<file path="src/rtl/core/ssb_pkg.sv">
// Shared types and constants for the shifted sprite blitter.
// No dependencies.
package ssb_pkg;

  localparam int ROW_BYTES    = 30;
  localparam int PLANE_BYTES  = 3840;
  localparam int ADDR_W       = 12;
  localparam int ROW_ADDR_W   = 13;
  localparam int ROW_ADDR_MAX = 8191;

  localparam logic REQ_START = 1'b0;
  localparam logic REQ_DATA  = 1'b1;

  localparam logic [1:0] ROP_OR       = 2'd0;
  localparam logic [1:0] ROP_AND      = 2'd1;
  localparam logic [1:0] ROP_XOR      = 2'd2;
  localparam logic [1:0] ROP_RESERVED = 2'd3;

  typedef struct packed {
    logic       req_type;
    logic [7:0] x_pos;
    logic [6:0] y_pos;
    logic [7:0] row_count;
    logic [4:0] byte_width;
    logic [1:0] raster_op;
    logic       plane_select;
    logic [7:0] sprite_byte;
  } in_t;

  typedef struct packed {
    logic [ADDR_W-1:0] write_address;
    logic              write_plane;
    logic [7:0]        write_value;
    logic [1:0]        write_op;
    logic              outside_plane;
    logic              last_of_blit;
  } out_t;

  // Results produced by one accepted transaction.
  typedef struct packed {
    logic [1:0] count;
    out_t       first;
    out_t       second;
  } res_t;

endpackage

</file>
<file path="src/rtl/core/ssb_engine.sv">
// Blit state and shift-merge datapath: turns one accepted transaction into
// up to two byte writes. Depends on ssb_pkg.
module ssb_engine (
  input  logic         clk_i,
  input  logic         rst_ni,
  input  logic         fire_i,
  input  ssb_pkg::in_t in_i,
  output ssb_pkg::res_t res_o
);

  logic [2:0]                     shift_q, shift_d;
  logic [1:0]                     op_q, op_d;
  logic                           plane_q, plane_d;
  logic [ssb_pkg::ROW_ADDR_W-1:0] row_addr_q, row_addr_d;
  logic [4:0]                     col_q, col_d;
  logic [4:0]                     width_q, width_d;
  logic [7:0]                     rows_q, rows_d;
  logic [7:0]                     prev_q, prev_d;
  logic                           active_q, active_d;

  logic [13:0] start_addr, next_row, addr_main, addr_spill;
  logic [7:0]  carry, val_main, val_spill, rows_dec;
  logic [15:0] main_sh, spill_sh;
  logic        last_col;
  logic [ssb_pkg::ADDR_W:0] clip_main, clip_spill;

  function automatic logic [ssb_pkg::ADDR_W:0] clip_addr(logic [13:0] a);
    if (a > 14'(ssb_pkg::PLANE_BYTES - 1)) begin
      return {1'b1, ssb_pkg::ADDR_W'(ssb_pkg::PLANE_BYTES - 1)};
    end
    return {1'b0, a[ssb_pkg::ADDR_W-1:0]};
  endfunction

  always_comb begin
    start_addr = 14'(in_i.y_pos) * 14'(ssb_pkg::ROW_BYTES) + 14'(in_i.x_pos[7:3]);
    next_row   = {1'b0, row_addr_q} + 14'(ssb_pkg::ROW_BYTES);
    addr_main  = {1'b0, row_addr_q} + 14'(col_q);
    addr_spill = {1'b0, row_addr_q} + 14'(width_q);
    last_col   = ({1'b0, col_q} + 6'd1) >= {1'b0, width_q};
    rows_dec   = rows_q - 8'd1;

    if (col_q == '0) begin
      carry = (op_q == ssb_pkg::ROP_AND) ? 8'hff : 8'h00;
    end else begin
      carry = prev_q;
    end
    main_sh   = {carry, in_i.sprite_byte} >> shift_q;
    val_main  = main_sh[7:0];
    spill_sh  = {in_i.sprite_byte, 8'h00} >> shift_q;
    val_spill = spill_sh[7:0];
    if (op_q == ssb_pkg::ROP_AND) begin
      val_spill = val_spill | (8'hff >> shift_q);
    end
    clip_main  = clip_addr(addr_main);
    clip_spill = clip_addr(addr_spill);
  end

  always_comb begin
    res_o.first.write_address  = clip_main[ssb_pkg::ADDR_W-1:0];
    res_o.first.write_plane    = plane_q;
    res_o.first.write_value    = val_main;
    res_o.first.write_op       = op_q;
    res_o.first.outside_plane  = clip_main[ssb_pkg::ADDR_W];
    res_o.first.last_of_blit   = 1'b0;
    res_o.second.write_address = clip_spill[ssb_pkg::ADDR_W-1:0];
    res_o.second.write_plane   = plane_q;
    res_o.second.write_value   = val_spill;
    res_o.second.write_op      = op_q;
    res_o.second.outside_plane = clip_spill[ssb_pkg::ADDR_W];
    res_o.second.last_of_blit  = (rows_dec == '0);
    res_o.count                = 2'd0;
    if (fire_i && (in_i.req_type == ssb_pkg::REQ_DATA) && active_q) begin
      res_o.count = last_col ? 2'd2 : 2'd1;
    end
  end

  always_comb begin
    shift_d    = shift_q;
    op_d       = op_q;
    plane_d    = plane_q;
    row_addr_d = row_addr_q;
    col_d      = col_q;
    width_d    = width_q;
    rows_d     = rows_q;
    prev_d     = prev_q;
    active_d   = active_q;
    if (fire_i && (in_i.req_type == ssb_pkg::REQ_START)) begin
      shift_d    = in_i.x_pos[2:0];
      op_d       = in_i.raster_op;
      plane_d    = in_i.plane_select;
      row_addr_d = (start_addr > 14'(ssb_pkg::ROW_ADDR_MAX)) ?
                   ssb_pkg::ROW_ADDR_W'(ssb_pkg::ROW_ADDR_MAX) :
                   start_addr[ssb_pkg::ROW_ADDR_W-1:0];
      col_d      = '0;
      width_d    = (in_i.byte_width == '0) ? 5'd1 : in_i.byte_width;
      rows_d     = in_i.row_count;
      prev_d     = '0;
      active_d   = (in_i.row_count != '0) && (in_i.raster_op != ssb_pkg::ROP_RESERVED);
    end else if (fire_i && active_q) begin
      prev_d = in_i.sprite_byte;
      if (last_col) begin
        rows_d     = rows_dec;
        row_addr_d = (next_row > 14'(ssb_pkg::ROW_ADDR_MAX)) ?
                     ssb_pkg::ROW_ADDR_W'(ssb_pkg::ROW_ADDR_MAX) :
                     next_row[ssb_pkg::ROW_ADDR_W-1:0];
        col_d      = '0;
        if (rows_dec == '0) begin
          active_d = 1'b0;
        end
      end else begin
        col_d = col_q + 5'd1;
      end
    end
  end

  always_ff @(posedge clk_i or negedge rst_ni) begin
    if (!rst_ni) begin
      shift_q    <= '0;
      op_q       <= '0;
      plane_q    <= '0;
      row_addr_q <= '0;
      col_q      <= '0;
      width_q    <= '0;
      rows_q     <= '0;
      prev_q     <= '0;
      active_q   <= 1'b0;
    end else begin
      shift_q    <= shift_d;
      op_q       <= op_d;
      plane_q    <= plane_d;
      row_addr_q <= row_addr_d;
      col_q      <= col_d;
      width_q    <= width_d;
      rows_q     <= rows_d;
      prev_q     <= prev_d;
      active_q   <= active_d;
    end
  end

endmodule

</file>
<file path="src/rtl/core/ssb_outq.sv">
// Three-slot result queue that registers the engine's writes and drives
// the output channel. Depends on ssb_pkg.
module ssb_outq (
  input  logic          clk_i,
  input  logic          rst_ni,
  input  ssb_pkg::res_t res_i,
  output logic          space_o,
  output logic          out_valid_o,
  input  logic          out_ready_i,
  output ssb_pkg::out_t out_data_o
);

  ssb_pkg::out_t slots_q [3];
  ssb_pkg::out_t slots_d [3];
  logic [1:0]    cnt_q, cnt_d, cnt_pop;
  logic          pop;

  assign out_valid_o = (cnt_q != '0);
  assign out_data_o  = slots_q[0];
  assign space_o     = (cnt_q <= 2'd1);
  assign pop         = out_valid_o && out_ready_i;

  always_comb begin
    slots_d = slots_q;
    cnt_pop = cnt_q - 2'(pop);
    if (pop) begin
      slots_d[0] = slots_q[1];
      slots_d[1] = slots_q[2];
    end
    if (res_i.count != '0) begin
      case (cnt_pop)
        2'd0: begin
          slots_d[0] = res_i.first;
          slots_d[1] = res_i.second;
        end
        2'd1: begin
          slots_d[1] = res_i.first;
          slots_d[2] = res_i.second;
        end
        default: ;
      endcase
    end
    cnt_d = cnt_pop + res_i.count;
  end

  always_ff @(posedge clk_i or negedge rst_ni) begin
    if (!rst_ni) begin
      cnt_q <= '0;
    end else begin
      cnt_q <= cnt_d;
    end
  end

  always_ff @(posedge clk_i) begin
    slots_q <= slots_d;
  end

endmodule

</file>
<file path="src/rtl/core/shifted_sprite_blitter.sv">
// A data transaction's first write is registered in the result queue and reaches the output in the cycle
// after it is accepted when the queue is empty; a row's spill write follows it from the next queue slot.
// Throughput: one transaction per cycle while the result queue has room; a row's last byte yields
// two writes, so the three-slot result queue holds input off at each row end.
// Reset (async, active low) idles the blit state and empties the result queue.
// Top level of the shifted sprite blitter. Depends on ssb_pkg, ssb_engine, ssb_outq.
module shifted_sprite_blitter (
  input  logic          clk_i,
  input  logic          rst_ni,
  input  logic          in_valid_i,
  output logic          in_ready_o,
  input  ssb_pkg::in_t  in_data_i,
  output logic          out_valid_o,
  input  logic          out_ready_i,
  output ssb_pkg::out_t out_data_o
);

  ssb_pkg::res_t res;
  logic          fire;

  assign fire = in_valid_i && in_ready_o;

  ssb_engine u_engine (
    .clk_i  (clk_i),
    .rst_ni (rst_ni),
    .fire_i (fire),
    .in_i   (in_data_i),
    .res_o  (res)
  );

  ssb_outq u_outq (
    .clk_i       (clk_i),
    .rst_ni      (rst_ni),
    .res_i       (res),
    .space_o     (in_ready_o),
    .out_valid_o (out_valid_o),
    .out_ready_i (out_ready_i),
    .out_data_o  (out_data_o)
  );

endmodule

</file>
<file path="config.mk">
export PLATFORM = sky130hd
export DESIGN_NAME = shifted_sprite_blitter
export DESIGN_NICKNAME = d
export VERILOG_FILES = /design/src/rtl/core/ssb_pkg.sv /design/src/rtl/core/ssb_engine.sv /design/src/rtl/core/ssb_outq.sv /design/src/rtl/core/shifted_sprite_blitter.sv
export SDC_FILE = /design/constraint.sdc
export NUM_CORES = 1
export LEC_CHECK = 0
export BUFFER_PORTS_ARGS = -buffer_cell sky130_fd_sc_hd__buf_4
export CORE_MARGIN = 2
export CORE_UTILIZATION = 60
export DETAILED_ROUTE_END_ITERATION = 7
export PLACE_DENSITY = 0.8
export SLEW_MARGIN = 25
export SYNTH_ARGS = -nofsm -noshare
export SYNTH_HDL_FRONTEND = slang
export SYNTH_SLANG_ARGS = --single-unit
</file>
<file path="constraint.sdc">
create_clock -name clk_i -period 4 [get_ports clk_i]
set_input_delay 0.2 -clock clk_i [delete_from_list [all_inputs] [get_ports clk_i]]
set_output_delay 0.2 -clock clk_i [all_outputs]
set_load 0.03 [all_outputs]
</file>
[Word level (Yosys, flattened, before mapping)]
Cells that the tools add are included.
Word-level totals
  flip-flop bits (word level): 123
  logic and storage cells: 106
  input port bits: 44
Operators by class
  bitwise logic cells: 2
  equality and inequality tests: 3
  multipliers: 1
  reduce and logical (&&, ||, !) cells: 20
  $add $sub $neg: 9
  muxes and demuxes: 34
  magnitude comparators: 6
  shift operators: 3
Operators by type and width (count)
  2-to-1 mux 13 bit: 9
  2-to-1 mux 75 bit: 1
  2-to-1 mux 8 bit: 8
  2-to-1 mux 25 bit: 2
  2-to-1 mux 50 bit: 1
  one-hot mux 25 bit (2 select lines): 1
  >> shifter 16 x 3 -> 8 bit: 2
  adder 13 x 5 -> 14 bit: 2
  > comparator 14 x 12 -> 1 bit (second input constant): 2
  > comparator 14 x 13 -> 1 bit (second input constant): 2
  2-to-1 mux 5 bit: 4
  adder 13 x 5 -> 14 bit (second input constant): 1
  adder 12 x 5 -> 13 bit: 1
  multiplier 7 x 4 -> 11 bit (second input constant): 1
  zero test 5 bit: 2
  nonzero test 2 bit: 5
  zero test 8 bit: 1
  bitwise OR 8 bit: 1
  nonzero test 8 bit: 1
  >> shifter 8 x 3 -> 8 bit (first input constant): 1
  subtractor 8 x 1 -> 8 bit (second input constant): 1
  logical AND 1 bit: 7
  adder 5 x 1 -> 6 bit (second input constant): 1
  >= comparator 6 x 5 -> 1 bit: 1
  other kinds (12): 20

[Longest topological paths before layout]
Gate-level depths: netlist of the first run.
  depth in word-level cells: 7
  depth in mapped cells: 13
  gate-level depth less buffers: 12

[Cells and area by module]
Synthesis of the first run repeated with hierarchy kept, for this count alone.
Unflattened totals
  cells, all modules: 943
  area, all modules: 8320.5 um^2
By module, submodules not included
  ssb_engine: seq. area each 1126.1 um^2, instances 1, area an instance 4908.5 um^2, cells each 619
  ssb_outq: seq. area each 1801.7 um^2, instances 1, area an instance 3405.8 um^2, cells each 323
  shifted_sprite_blitter: seq. area each 0.0 um^2, instances 1, area an instance 6.3 um^2, cells each 1

[Worst setup path after synthesis of the first run]
OpenSTA, ideal clock, no wires.
  path type: reg-to-reg
  start: register u_outq.cnt_q[1]
  end: register u_outq.slots_q[43] in the netlist's numbering
  library setup time: 0.138 ns
  data arrival time: 3.528 ns
  cell stages (with the launch flop): 14
  buffers on the path: 2
  required time: 3.862 ns
  clock period less this slack: 3.666 ns
  path slack: 0.334 ns
  path through: dfrtp_1 > inv_1 > nand2_1 > nand2_1 > inv_1 > buf_1 > clkbuf_1 > ha_1 > nor2_1 > nand2_1 > inv_1 > o211a_1 > a221o_1 > a22oi_1
RTL lines
  start, declared: RTL line ssb_outq.sv:15  | logic [1:0] cnt_q, cnt_d, cnt_pop;
  start signal, assigned: RTL line ssb_outq.sv:50  | cnt_q <= cnt_d;
  end signal, assigned: RTL line ssb_outq.sv:55  | slots_q <= slots_d;
  end, declared: RTL line ssb_outq.sv:13  | ssb_pkg::out_t slots_q [3];

==> impl_metrics.prom, run 1 <==
# TYPE chip_impl_metric gauge
chip_impl_metric{name="final_nets",unit=""} 1065
chip_impl_metric{name="cp.arrival",unit="ns"} 3.63
chip_impl_metric{name="clock_sink_count",unit=""} 122
chip_impl_metric{name="share_clk_of_total_power",unit="%"} 21.2
chip_impl_metric{name="critical-path-max-stage-delay",unit="ns"} 0.49
chip_impl_metric{name="final_critical_path_setup_slack",unit="ns"} 0.712
chip_impl_info{name="worstSetupPathType",value="reg2reg"} 1
chip_impl_metric{name="timing.critical_path.fanout_max",unit=""} 18
chip_impl_metric{name="yosysSeqAreaShare",unit="%"} 36.2
chip_impl_metric{name="grt_start_max_net_pins",unit=""} 51
chip_impl_metric{name="cts_inserted_buffers",unit=""} 17
chip_impl_metric{name="switching_share",unit="%"} 42.0
chip_impl_info{name="synth-main-ff-cell",value="sky130_fd_sc_hd__dfxtp_1"} 1
chip_impl_metric{name="switchingPower",unit="uW"} 3100
chip_impl_metric{name="buffer_ports.inserted",unit=""} 70
chip_impl_metric{name="cp.required",unit="ns"} 4.34
chip_impl_metric{name="cts.repair.resized",unit=""} 0
chip_impl_metric{name="global_route.overflow_total",unit=""} 0
chip_impl_metric{name="drtAntennaViolNets",unit=""} 0
chip_impl_metric{name="drt-initial-drc-count",unit=""} 706
chip_impl_metric{name="insertedDiodeCount",unit=""} 0
chip_impl_metric{name="synthesis.nets",unit=""} 1023
chip_impl_metric{name="power_frac_seq",unit="%"} 31.3
chip_impl_metric{name="first_global_vias",unit=""} 6266
chip_impl_info{name="end_kind",value="flop"} 1
chip_impl_metric{name="p_comb_share",unit="%"} 47.5
chip_impl_info{name="critical_path.startpoint_type",value="flop"} 1
chip_impl_metric{name="global_route_wire_length_before_repair",unit="mm"} 31.1
chip_impl_metric{name="die_area",unit="um2"} 14400
chip_impl_metric{name="avg_vias_per_cell",unit=""} 5.82
chip_impl_info{name="worst_path_max_delay_cell",value="sky130_fd_sc_hd__ha_1"} 1
chip_impl_metric{name="dp_hpwl",unit="mm"} 13.1
chip_impl_info{name="cts_tree",value="yes"} 1
chip_impl_info{name="run_status",value="complete, no violations"} 1
chip_impl_metric{name="clk_path_buf_depth",unit=""} 2
chip_impl_metric{name="detailroute.via_count",unit=""} 6732
chip_impl_metric{name="yosysTopAreaCellShare",unit="%"} 14.5
chip_impl_metric{name="wire_per_inst",unit="um"} 16.1
chip_impl_info{name="worstHoldPathType",value="in2reg"} 1
chip_impl_metric{name="layout-drive-gt1-share",unit="%"} 13.7
chip_impl_info{name="yosys-top-cells-area",value="sky130_fd_sc_hd__dfrtp_1 (15%), sky130_fd_sc_hd__dfxtp_1 (12%), sky130_fd_sc_hd__edfxtp_1 (9.3%), sky130_fd_sc_hd__nand2_1 (7.7%), sky130_fd_sc_hd__ha_1 (6.2%)"} 1
chip_impl_metric{name="cellPowerDensity",unit="nW/um2"} 795
chip_impl_metric{name="final-setup-viol-count",unit=""} 0
chip_impl_metric{name="timing.final.max_slew_violations",unit=""} 0
chip_impl_metric{name="die_height",unit="um"} 120
chip_impl_metric{name="fill_cells",unit=""} 1034
chip_impl_metric{name="dr.pass1.iters",unit=""} 5
chip_impl_metric{name="die_width",unit="um"} 120
chip_impl_metric{name="power.leakage",unit="uW"} 0.00411
chip_impl_metric{name="synth_enable_flop_cells",unit=""} 25
chip_impl_metric{name="floorplan.initialDensity",unit="%"} 61.3
chip_impl_metric{name="core_area",unit="um2"} 13200
chip_impl_metric{name="timing.max_slew.rel_slack",unit="%"} 40.6
chip_impl_metric{name="final_period_minus_worst_setup_slack",unit="ns"} 3.29
chip_impl_metric{name="ys_async_sr_fraction",unit="%"} 38.5
chip_impl_info{name="cts-root-buf",value="sky130_fd_sc_hd__clkbuf_16"} 1
chip_impl_metric{name="flow.area_growth_from_synthesis",unit="%"} 14.7
chip_impl_metric{name="final_min_period_over_clock_period",unit="%"} 82.2
chip_impl_metric{name="grt_antenna_before_repair",unit=""} 0
chip_impl_metric{name="cellInternalPower",unit="uW"} 4280
chip_impl_metric{name="groute.usage.overall",unit="%"} 27.0
chip_impl_metric{name="fmax",unit="MHz"} 304
chip_impl_metric{name="tightestPinTransition",unit="ns"} 0.892
chip_impl_metric{name="fin_setup_tns",unit="ns"} 0
chip_impl_metric{name="synth.distinct_cells",unit=""} 74
chip_impl_metric{name="final_routed_drc_violation_total",unit=""} 0
chip_impl_metric{name="post_synth.cell_area_avg",unit="um2"} 8.74
chip_impl_metric{name="reg2regPathDepth",unit=""} 11
chip_impl_metric{name="hold-path-cell-count",unit=""} 3
chip_impl_metric{name="final_hold_viol_count",unit=""} 0
chip_impl_metric{name="synth_cells",unit=""} 925
chip_impl_metric{name="postCtsSetupBuffers",unit=""} 0
chip_impl_metric{name="yosysWarningCount",unit=""} 0
chip_impl_metric{name="h_tree_levels",unit=""} 4
chip_impl_metric{name="fin_util",unit="%"} 70.3
chip_impl_metric{name="clkLatencyLatePin",unit="ns"} 0.42
chip_impl_metric{name="clkTransAtPathRegs",unit="ns"} 0.05
chip_impl_metric{name="maxCapViolCount",unit=""} 0
chip_impl_metric{name="place_ws",unit="ns"} 0.453
chip_impl_metric{name="floorplan.io_pins",unit=""} 71
chip_impl_info{name="worstPathCellList",value="inv_1 -> nand2_1 -> nand2_1 -> inv_1 -> ha_1 -> clkinv_1 -> nand2_1 -> inv_1 -> o211a_1 -> a221o_1 -> a22oi_1"} 1
chip_impl_metric{name="netlist_area",unit="um2"} 8090
chip_impl_metric{name="num_rows",unit=""} 42
chip_impl_info{name="post-synth-top-area-cell",value="sky130_fd_sc_hd__dfrtp_1"} 1
chip_impl_metric{name="routed_wirelength",unit="mm"} 18.6
chip_impl_info{name="rsz0062_at_grt",value="no"} 1
chip_impl_metric{name="irDropWorstVdd",unit="uV"} 408
chip_impl_metric{name="routabilityCongestion",unit=""} 0.874
chip_impl_metric{name="synth-seq-cells",unit=""} 122
chip_impl_metric{name="cts_hold_buffers",unit=""} 14
chip_impl_metric{name="final.setup_skew",unit="ns"} 0.0109
==> power by group through the flow <==
stage                     Clock (uW)  Combinational (uW)  Sequential [uW]
after floorplan                    0                2930             2070
after global placement             0                3380             2290
after detailed placement           0                3430             2310
after CTS                       1570                3480             2300
after global routing            1630                3870             2380
final                           1560                3510             2310
==> sequential cells by signal (all words and copies together), names as in the netlist <==
| signal | count |
|---|---|
| u_engine.plane_q | 1 |
| u_outq.out_data_o | 25 |
| u_engine.shift_q | 3 |
| u_engine.width_q | 5 |
| u_engine.active_q | 1 |
| u_engine.rows_q | 8 |
| u_outq.cnt_q | 2 |
| u_engine.prev_q | 7 |
| u_engine.col_q | 5 |
| u_outq.slots_q | 50 |
| u_engine.op_q | 2 |
| u_engine.row_addr_q | 13 |
==> final timing paths <==
path | from | end | slack, ns
worst max-delay path | u_outq.cnt_q[1] | u_outq.slots_q[43] | 0.71
min in group asynchronous | rst_ni | u_engine.rows_q[6] | 0.34
worst min register to register | u_outq.slots_q[32] | u_outq.out_data_o[7] | 0.47
max in group asynchronous | rst_ni | u_engine.row_addr_q[6] | 3.27
worst max register to register | u_outq.cnt_q[1] | u_outq.slots_q[43] | 0.71
worst min-delay path | in_data_i[22] | u_engine.rows_q[6] | 0.01
==> logic make-up (layout without fill, tap and decap cells) <==
logic type | after synthesis | count (layout) | share of synthesized area [%]
muxes | 43 | 43 | 5.68
adders and majority gates | 54 | 54 | 9.65
AOI/OAI and AO/OA | 212 | 212 | 18.5
xor gates and xnor gates | 43 | 43 | 4.66
buffers and inverters | 126 | 181 | 7.21
and+or+nand+nor | 325 | 325 | 18.1
DFF | 122 | 122 | 36.2
==> metal layers <==
| metal | routed length [um] | GRT usage, % | vias up |
|---|---|---|---|
| met5 | 0 | 0 | - |
| met4 | 283 | 9.26 | 0 |
| met3 | 1100 | 5.61 | 33 |
| met2 | 8420 | 41.3 | 212 |
| met1 | 8790 | 38.2 | 3150 |
| li1 | - | - | 3337 |
==> cells in the final DEF (no fill, tap or decap), types with 18 or more instances in the layout <==
cell,synthesis,layout
sky130_fd_sc_hd__ha_1,40,40
sky130_fd_sc_hd__nor2_1,60,60
sky130_fd_sc_hd__inv_1,52,52
sky130_fd_sc_hd__xnor2_1,30,30
sky130_fd_sc_hd__dfrtp_1,47,47
sky130_fd_sc_hd__a31oi_1,27,27
sky130_fd_sc_hd__dfxtp_1,50,50
sky130_fd_sc_hd__edfxtp_1,25,25
sky130_fd_sc_hd__nand2_1,166,166
sky130_fd_sc_hd__clkbuf_16,0,18
sky130_fd_sc_hd__o21ai_0,42,42
sky130_fd_sc_hd__mux2i_1,32,32
sky130_fd_sc_hd__buf_4,26,80
sky130_fd_sc_hd__nand3_1,19,19
sky130_fd_sc_hd__a21oi_1,37,37
==> synthesized netlist by cell type (6+ instances only) <==
library cell and n:
sky130_fd_sc_hd__nor2b_1 6, sky130_fd_sc_hd__mux2_2 9, sky130_fd_sc_hd__a31oi_1 27, sky130_fd_sc_hd__a32oi_1 11, sky130_fd_sc_hd__nand2b_1 9, sky130_fd_sc_hd__buf_4 26
sky130_fd_sc_hd__dfxtp_1 50, sky130_fd_sc_hd__edfxtp_1 25, sky130_fd_sc_hd__mux2i_1 32, sky130_fd_sc_hd__a21o_1 13, sky130_fd_sc_hd__nand2_1 166, sky130_fd_sc_hd__xnor2_1 30
sky130_fd_sc_hd__inv_1 52, sky130_fd_sc_hd__a22o_1 12, sky130_fd_sc_hd__ha_1 40, sky130_fd_sc_hd__a211oi_1 11, sky130_fd_sc_hd__nand3_1 19, sky130_fd_sc_hd__nor4_1 7
sky130_fd_sc_hd__o21ai_0 42, sky130_fd_sc_hd__nand4_1 6, sky130_fd_sc_hd__nor2_1 60, sky130_fd_sc_hd__buf_1 7, sky130_fd_sc_hd__a21oi_1 37, sky130_fd_sc_hd__o21a_1 6
sky130_fd_sc_hd__and3_1 11, sky130_fd_sc_hd__clkbuf_1 33, sky130_fd_sc_hd__fa_1 14, sky130_fd_sc_hd__nor3_1 14, sky130_fd_sc_hd__dfrtp_1 47, sky130_fd_sc_hd__xor2_1 13
==> worst max-delay path: cells and delay by family (launching register included) <==
family                   cells  cell delay, ns
adder cells (fa/ha/maj)      1            0.49
AO/OA/AOI/OAI                3            0.86
flip-flops                   1            0.38
buffers and inverters        4            0.94
AND/OR/NAND/NOR              3            0.52
==> area by class of cell <==
type | instances | area, um2 | area share, %
inverters | 55 | 206 | 2.22
flip-flops and latches | 122 | 2930 | 31.6
clock inverters | 5 | 81.3 | 0.876
repair buffers | 94 | 741 | 7.98
clock buffers | 27 | 524 | 5.65
multi-input cells | 677 | 4580 | 49.3
well taps | 176 | 220 | 2.37
==> stage by stage <==
step | cell area, um2 | std cells | hold slack (ns) | total power [uW]
floorplan | 8090 | 925 | -0.0956 | 5000
global placement | 8530 | 1110 | 0.250 | 5670
detailed placement | 8530 | 1110 | 0.247 | 5750
CTS | 9280 | 1156 | 0.00869 | 7340
global route | 9280 | 1156 | 0.0266 | 7880
finish | 9280 | 1156 | 0.0140 | 7380
Power figures use the tool's default switching activity.
==> inputs of run 2 (changes only) <==
==> constraint.sdc (replaced) <==
create_clock -name clk_i -period 3.4 [get_ports clk_i]
set_input_delay 0.17 -clock clk_i [delete_from_list [all_inputs] [get_ports clk_i]]
set_output_delay 0.17 -clock clk_i [all_outputs]
set_load 0.03 [all_outputs]
==> impl_metrics.prom, run 2 (same netlist as run 1, synthesis figures left out) <==
# TYPE chip_impl_metric gauge
chip_impl_metric{name="wire_per_inst",unit="um"} 17.2
chip_impl_info{name="critical_path.startpoint_type",value="flop"} 1
chip_impl_metric{name="area.sequential",unit="um2"} 2930
chip_impl_metric{name="dp_hpwl",unit="mm"} 13.7
chip_impl_metric{name="floorplan.initialDensity",unit="%"} 61.3
chip_impl_info{name="cts-root-buf",value="sky130_fd_sc_hd__clkbuf_16"} 1
chip_impl_info{name="mostFrequentLayoutCell",value="sky130_fd_sc_hd__nand2_1"} 1
chip_impl_metric{name="fmax",unit="MHz"} 316
chip_impl_metric{name="drtAntennaViolNets",unit=""} 0
chip_impl_metric{name="num_rows",unit=""} 42
chip_impl_metric{name="core_area",unit="um2"} 13200
chip_impl_info{name="rsz0062_at_grt",value="no"} 1
chip_impl_metric{name="crit_cells",unit=""} 12
chip_impl_metric{name="avg_vias_per_cell",unit=""} 5.98
chip_impl_metric{name="critical-path-max-stage-delay",unit="ns"} 0.48
chip_impl_metric{name="flow.area_growth_from_synthesis",unit="%"} 17.3
chip_impl_metric{name="grt_start_max_net_pins",unit=""} 51
chip_impl_metric{name="cts_inserted_buffers",unit=""} 17
chip_impl_metric{name="insertedDiodeCount",unit=""} 0
chip_impl_metric{name="timing.max_slew.rel_slack",unit="%"} 40.5
chip_impl_metric{name="die_width",unit="um"} 120
chip_impl_metric{name="finalInstanceArea",unit="um2"} 9490
chip_impl_metric{name="power.leakage",unit="uW"} 0.00420
chip_impl_metric{name="whs",unit="ns"} 0.0241
chip_impl_metric{name="clkLatencyLatePin",unit="ns"} 0.42
chip_impl_metric{name="multi_input_comb_area",unit="um2"} 4590
chip_impl_metric{name="routabilityCongestion",unit=""} 0.933
chip_impl_metric{name="final_period_minus_worst_setup_slack",unit="ns"} 3.16
chip_impl_metric{name="clock_sink_count",unit=""} 122
chip_impl_metric{name="reg2regPathDepth",unit=""} 12
chip_impl_metric{name="maxCapViolCount",unit=""} 0
chip_impl_info{name="worstSetupPathType",value="reg2reg"} 1
chip_impl_metric{name="layout-drive-gt1-share",unit="%"} 15.7
chip_impl_metric{name="timing.final.max_slew_violations",unit=""} 0
chip_impl_metric{name="die_area",unit="um2"} 14400
chip_impl_metric{name="fill_cells",unit=""} 1018
chip_impl_info{name="worstPathCellList",value="inv_2 -> nand2_2 -> nand2_2 -> inv_1 -> ha_1 -> buf_4 -> clkinv_1 -> nand2_1 -> clkinvlp_4 -> o211a_4 -> a221o_1 -> a22oi_1"} 1
chip_impl_metric{name="power.total",unit="uW"} 9000
chip_impl_info{name="run_status",value="complete, no violations"} 1
chip_impl_metric{name="final_routed_drc_violation_total",unit=""} 0
chip_impl_metric{name="first_global_vias",unit=""} 6738
chip_impl_metric{name="groute.usage.overall",unit="%"} 29.4
chip_impl_metric{name="irDropWorstVdd",unit="uV"} 543
chip_impl_metric{name="final_nets",unit=""} 1083
chip_impl_metric{name="final_min_period_over_clock_period",unit="%"} 93.0
chip_impl_metric{name="dpl_cell_area",unit="um2"} 8650
chip_impl_metric{name="clk_path_buf_depth",unit=""} 2
chip_impl_info{name="cts_tree",value="yes"} 1
chip_impl_metric{name="clkTransAtPathRegs",unit="ns"} 0.06
chip_impl_metric{name="critPathBufInv",unit=""} 5
chip_impl_metric{name="hold-path-cell-count",unit=""} 2
chip_impl_metric{name="cp.arrival",unit="ns"} 3.50
chip_impl_metric{name="final.setup_skew",unit="ns"} 0.00776
chip_impl_info{name="end_kind",value="flop"} 1
chip_impl_metric{name="cp.required",unit="ns"} 3.74
chip_impl_info{name="registers.top_by_ff_count",value="u_outq.slots_q"} 1
chip_impl_metric{name="final-setup-viol-count",unit=""} 0
chip_impl_info{name="worst_path_max_delay_cell",value="sky130_fd_sc_hd__clkinvlp_4"} 1
chip_impl_info{name="worstHoldPathType",value="in2reg"} 1
chip_impl_metric{name="largest_register_ffs",unit=""} 50
chip_impl_metric{name="routed_wirelength",unit="mm"} 20.1
chip_impl_info{name="timing.critical_path.mode_cell",value="sky130_fd_sc_hd__nand2_2"} 1
chip_impl_metric{name="final_hold_viol_count",unit=""} 0
chip_impl_metric{name="cellPowerDensity",unit="nW/um2"} 948
chip_impl_metric{name="dr.pass1.iters",unit=""} 6
chip_impl_metric{name="global_route.overflow_total",unit=""} 0
chip_impl_info{name="critical-path-top-delay-family",value="buffers and inverters"} 1
chip_impl_metric{name="cts.repair.resized",unit=""} 0
chip_impl_metric{name="die_height",unit="um"} 120
chip_impl_metric{name="floorplan.io_pins",unit=""} 71
chip_impl_metric{name="tightestPinTransition",unit="ns"} 0.893
chip_impl_metric{name="drt-initial-drc-count",unit=""} 665
chip_impl_metric{name="h_tree_levels",unit=""} 4
chip_impl_metric{name="timing.critical_path.fanout_max",unit=""} 19
chip_impl_metric{name="buffer_ports.inserted",unit=""} 70
chip_impl_metric{name="fin_setup_tns",unit="ns"} 0
chip_impl_info{name="most-common-layout-cells",value="sky130_fd_sc_hd__nand2_1 (164), sky130_fd_sc_hd__buf_4 (93), sky130_fd_sc_hd__nor2_1 (60)"} 1
chip_impl_metric{name="detailroute.via_count",unit=""} 7017
chip_impl_metric{name="postCtsSetupBuffers",unit=""} 0
chip_impl_metric{name="grt_antenna_before_repair",unit=""} 0
chip_impl_metric{name="global_route_wire_length_before_repair",unit="mm"} 33.5
-- run 2: worst reg2reg max path: stages (launching register included) --
cell and delay, ns:
sky130_fd_sc_hd__dfrtp_1 0.38, sky130_fd_sc_hd__inv_2 0.11, sky130_fd_sc_hd__nand2_2 0.08, sky130_fd_sc_hd__nand2_2 0.07
sky130_fd_sc_hd__inv_1 0.07, sky130_fd_sc_hd__ha_1 0.27, sky130_fd_sc_hd__buf_4 0.17, sky130_fd_sc_hd__clkinv_1 0.26
sky130_fd_sc_hd__nand2_1 0.37, sky130_fd_sc_hd__clkinvlp_4 0.49, sky130_fd_sc_hd__o211a_4 0.34, sky130_fd_sc_hd__a221o_1 0.35
sky130_fd_sc_hd__a22oi_1 0.14
-- run 2: final cells by class --
| class | count | share of cell area, % |
|---|---|---|
| clock buffer | 19 | 4.89 |
| clock inverter | 13 | 1.96 |
| inverter | 55 | 2.22 |
| multi-input combinational | 677 | 48.4 |
| sequential | 122 | 30.9 |
| tap | 176 | 2.32 |
| timing repair buffer | 112 | 9.36 |
-- run 2: what timing repair did --
item | CTS | global route
hold endpoints to repair | 65 | 0
endpoints found under the setup margin | 0 | 0
hold buffers | 19 | 0
-- run 2: worst paths after layout --
kind                                     from                     end  slack (ns)
min in group asynchronous              rst_ni      u_engine.prev_q[3]        0.30
max                           u_outq.cnt_q[1]      u_outq.slots_q[43]        0.24
min reg2reg                u_outq.slots_q[25]    u_outq.out_data_o[0]        0.46
min                              in_data_i[1]      u_engine.prev_q[1]        0.02
max reg2reg                   u_outq.cnt_q[1]      u_outq.slots_q[43]        0.24
max in group asynchronous              rst_ni  u_engine.row_addr_q[8]        2.69
-- run 2: report_power, final --
group / internal [uW] / total (uW) / switching (uW)
registers: 2130 / 2720 / 595
clock network: 1290 / 1980 / 686
logic: 1790 / 4300 / 2510
total: 5210 / 9000 / 3790
-- run 2: routing by layer --
layer	part of all wire (%)	vias to the layer above	track usage (%)
met3	6.4	34	5.51
met1	45	3328	40.1
li1	-	3376	-
met5	0	-	0
met4	1.7	0	9.63
met2	47	279	47.2
-- run 2: through the flow --
| step | setup WS (ns) | instances | util [%] |
|---|---|---|---|
| floorplan | 0.0672 | 925 | - |
| global placement | 0.0384 | 1123 | 65.6 |
| detailed placement | -0.0490 | 1123 | 65.6 |
| CTS | 0.212 | 1174 | 71.9 |
| global route | 0.0247 | 1174 | 71.9 |
| finish | 0.240 | 1174 | 71.9 |
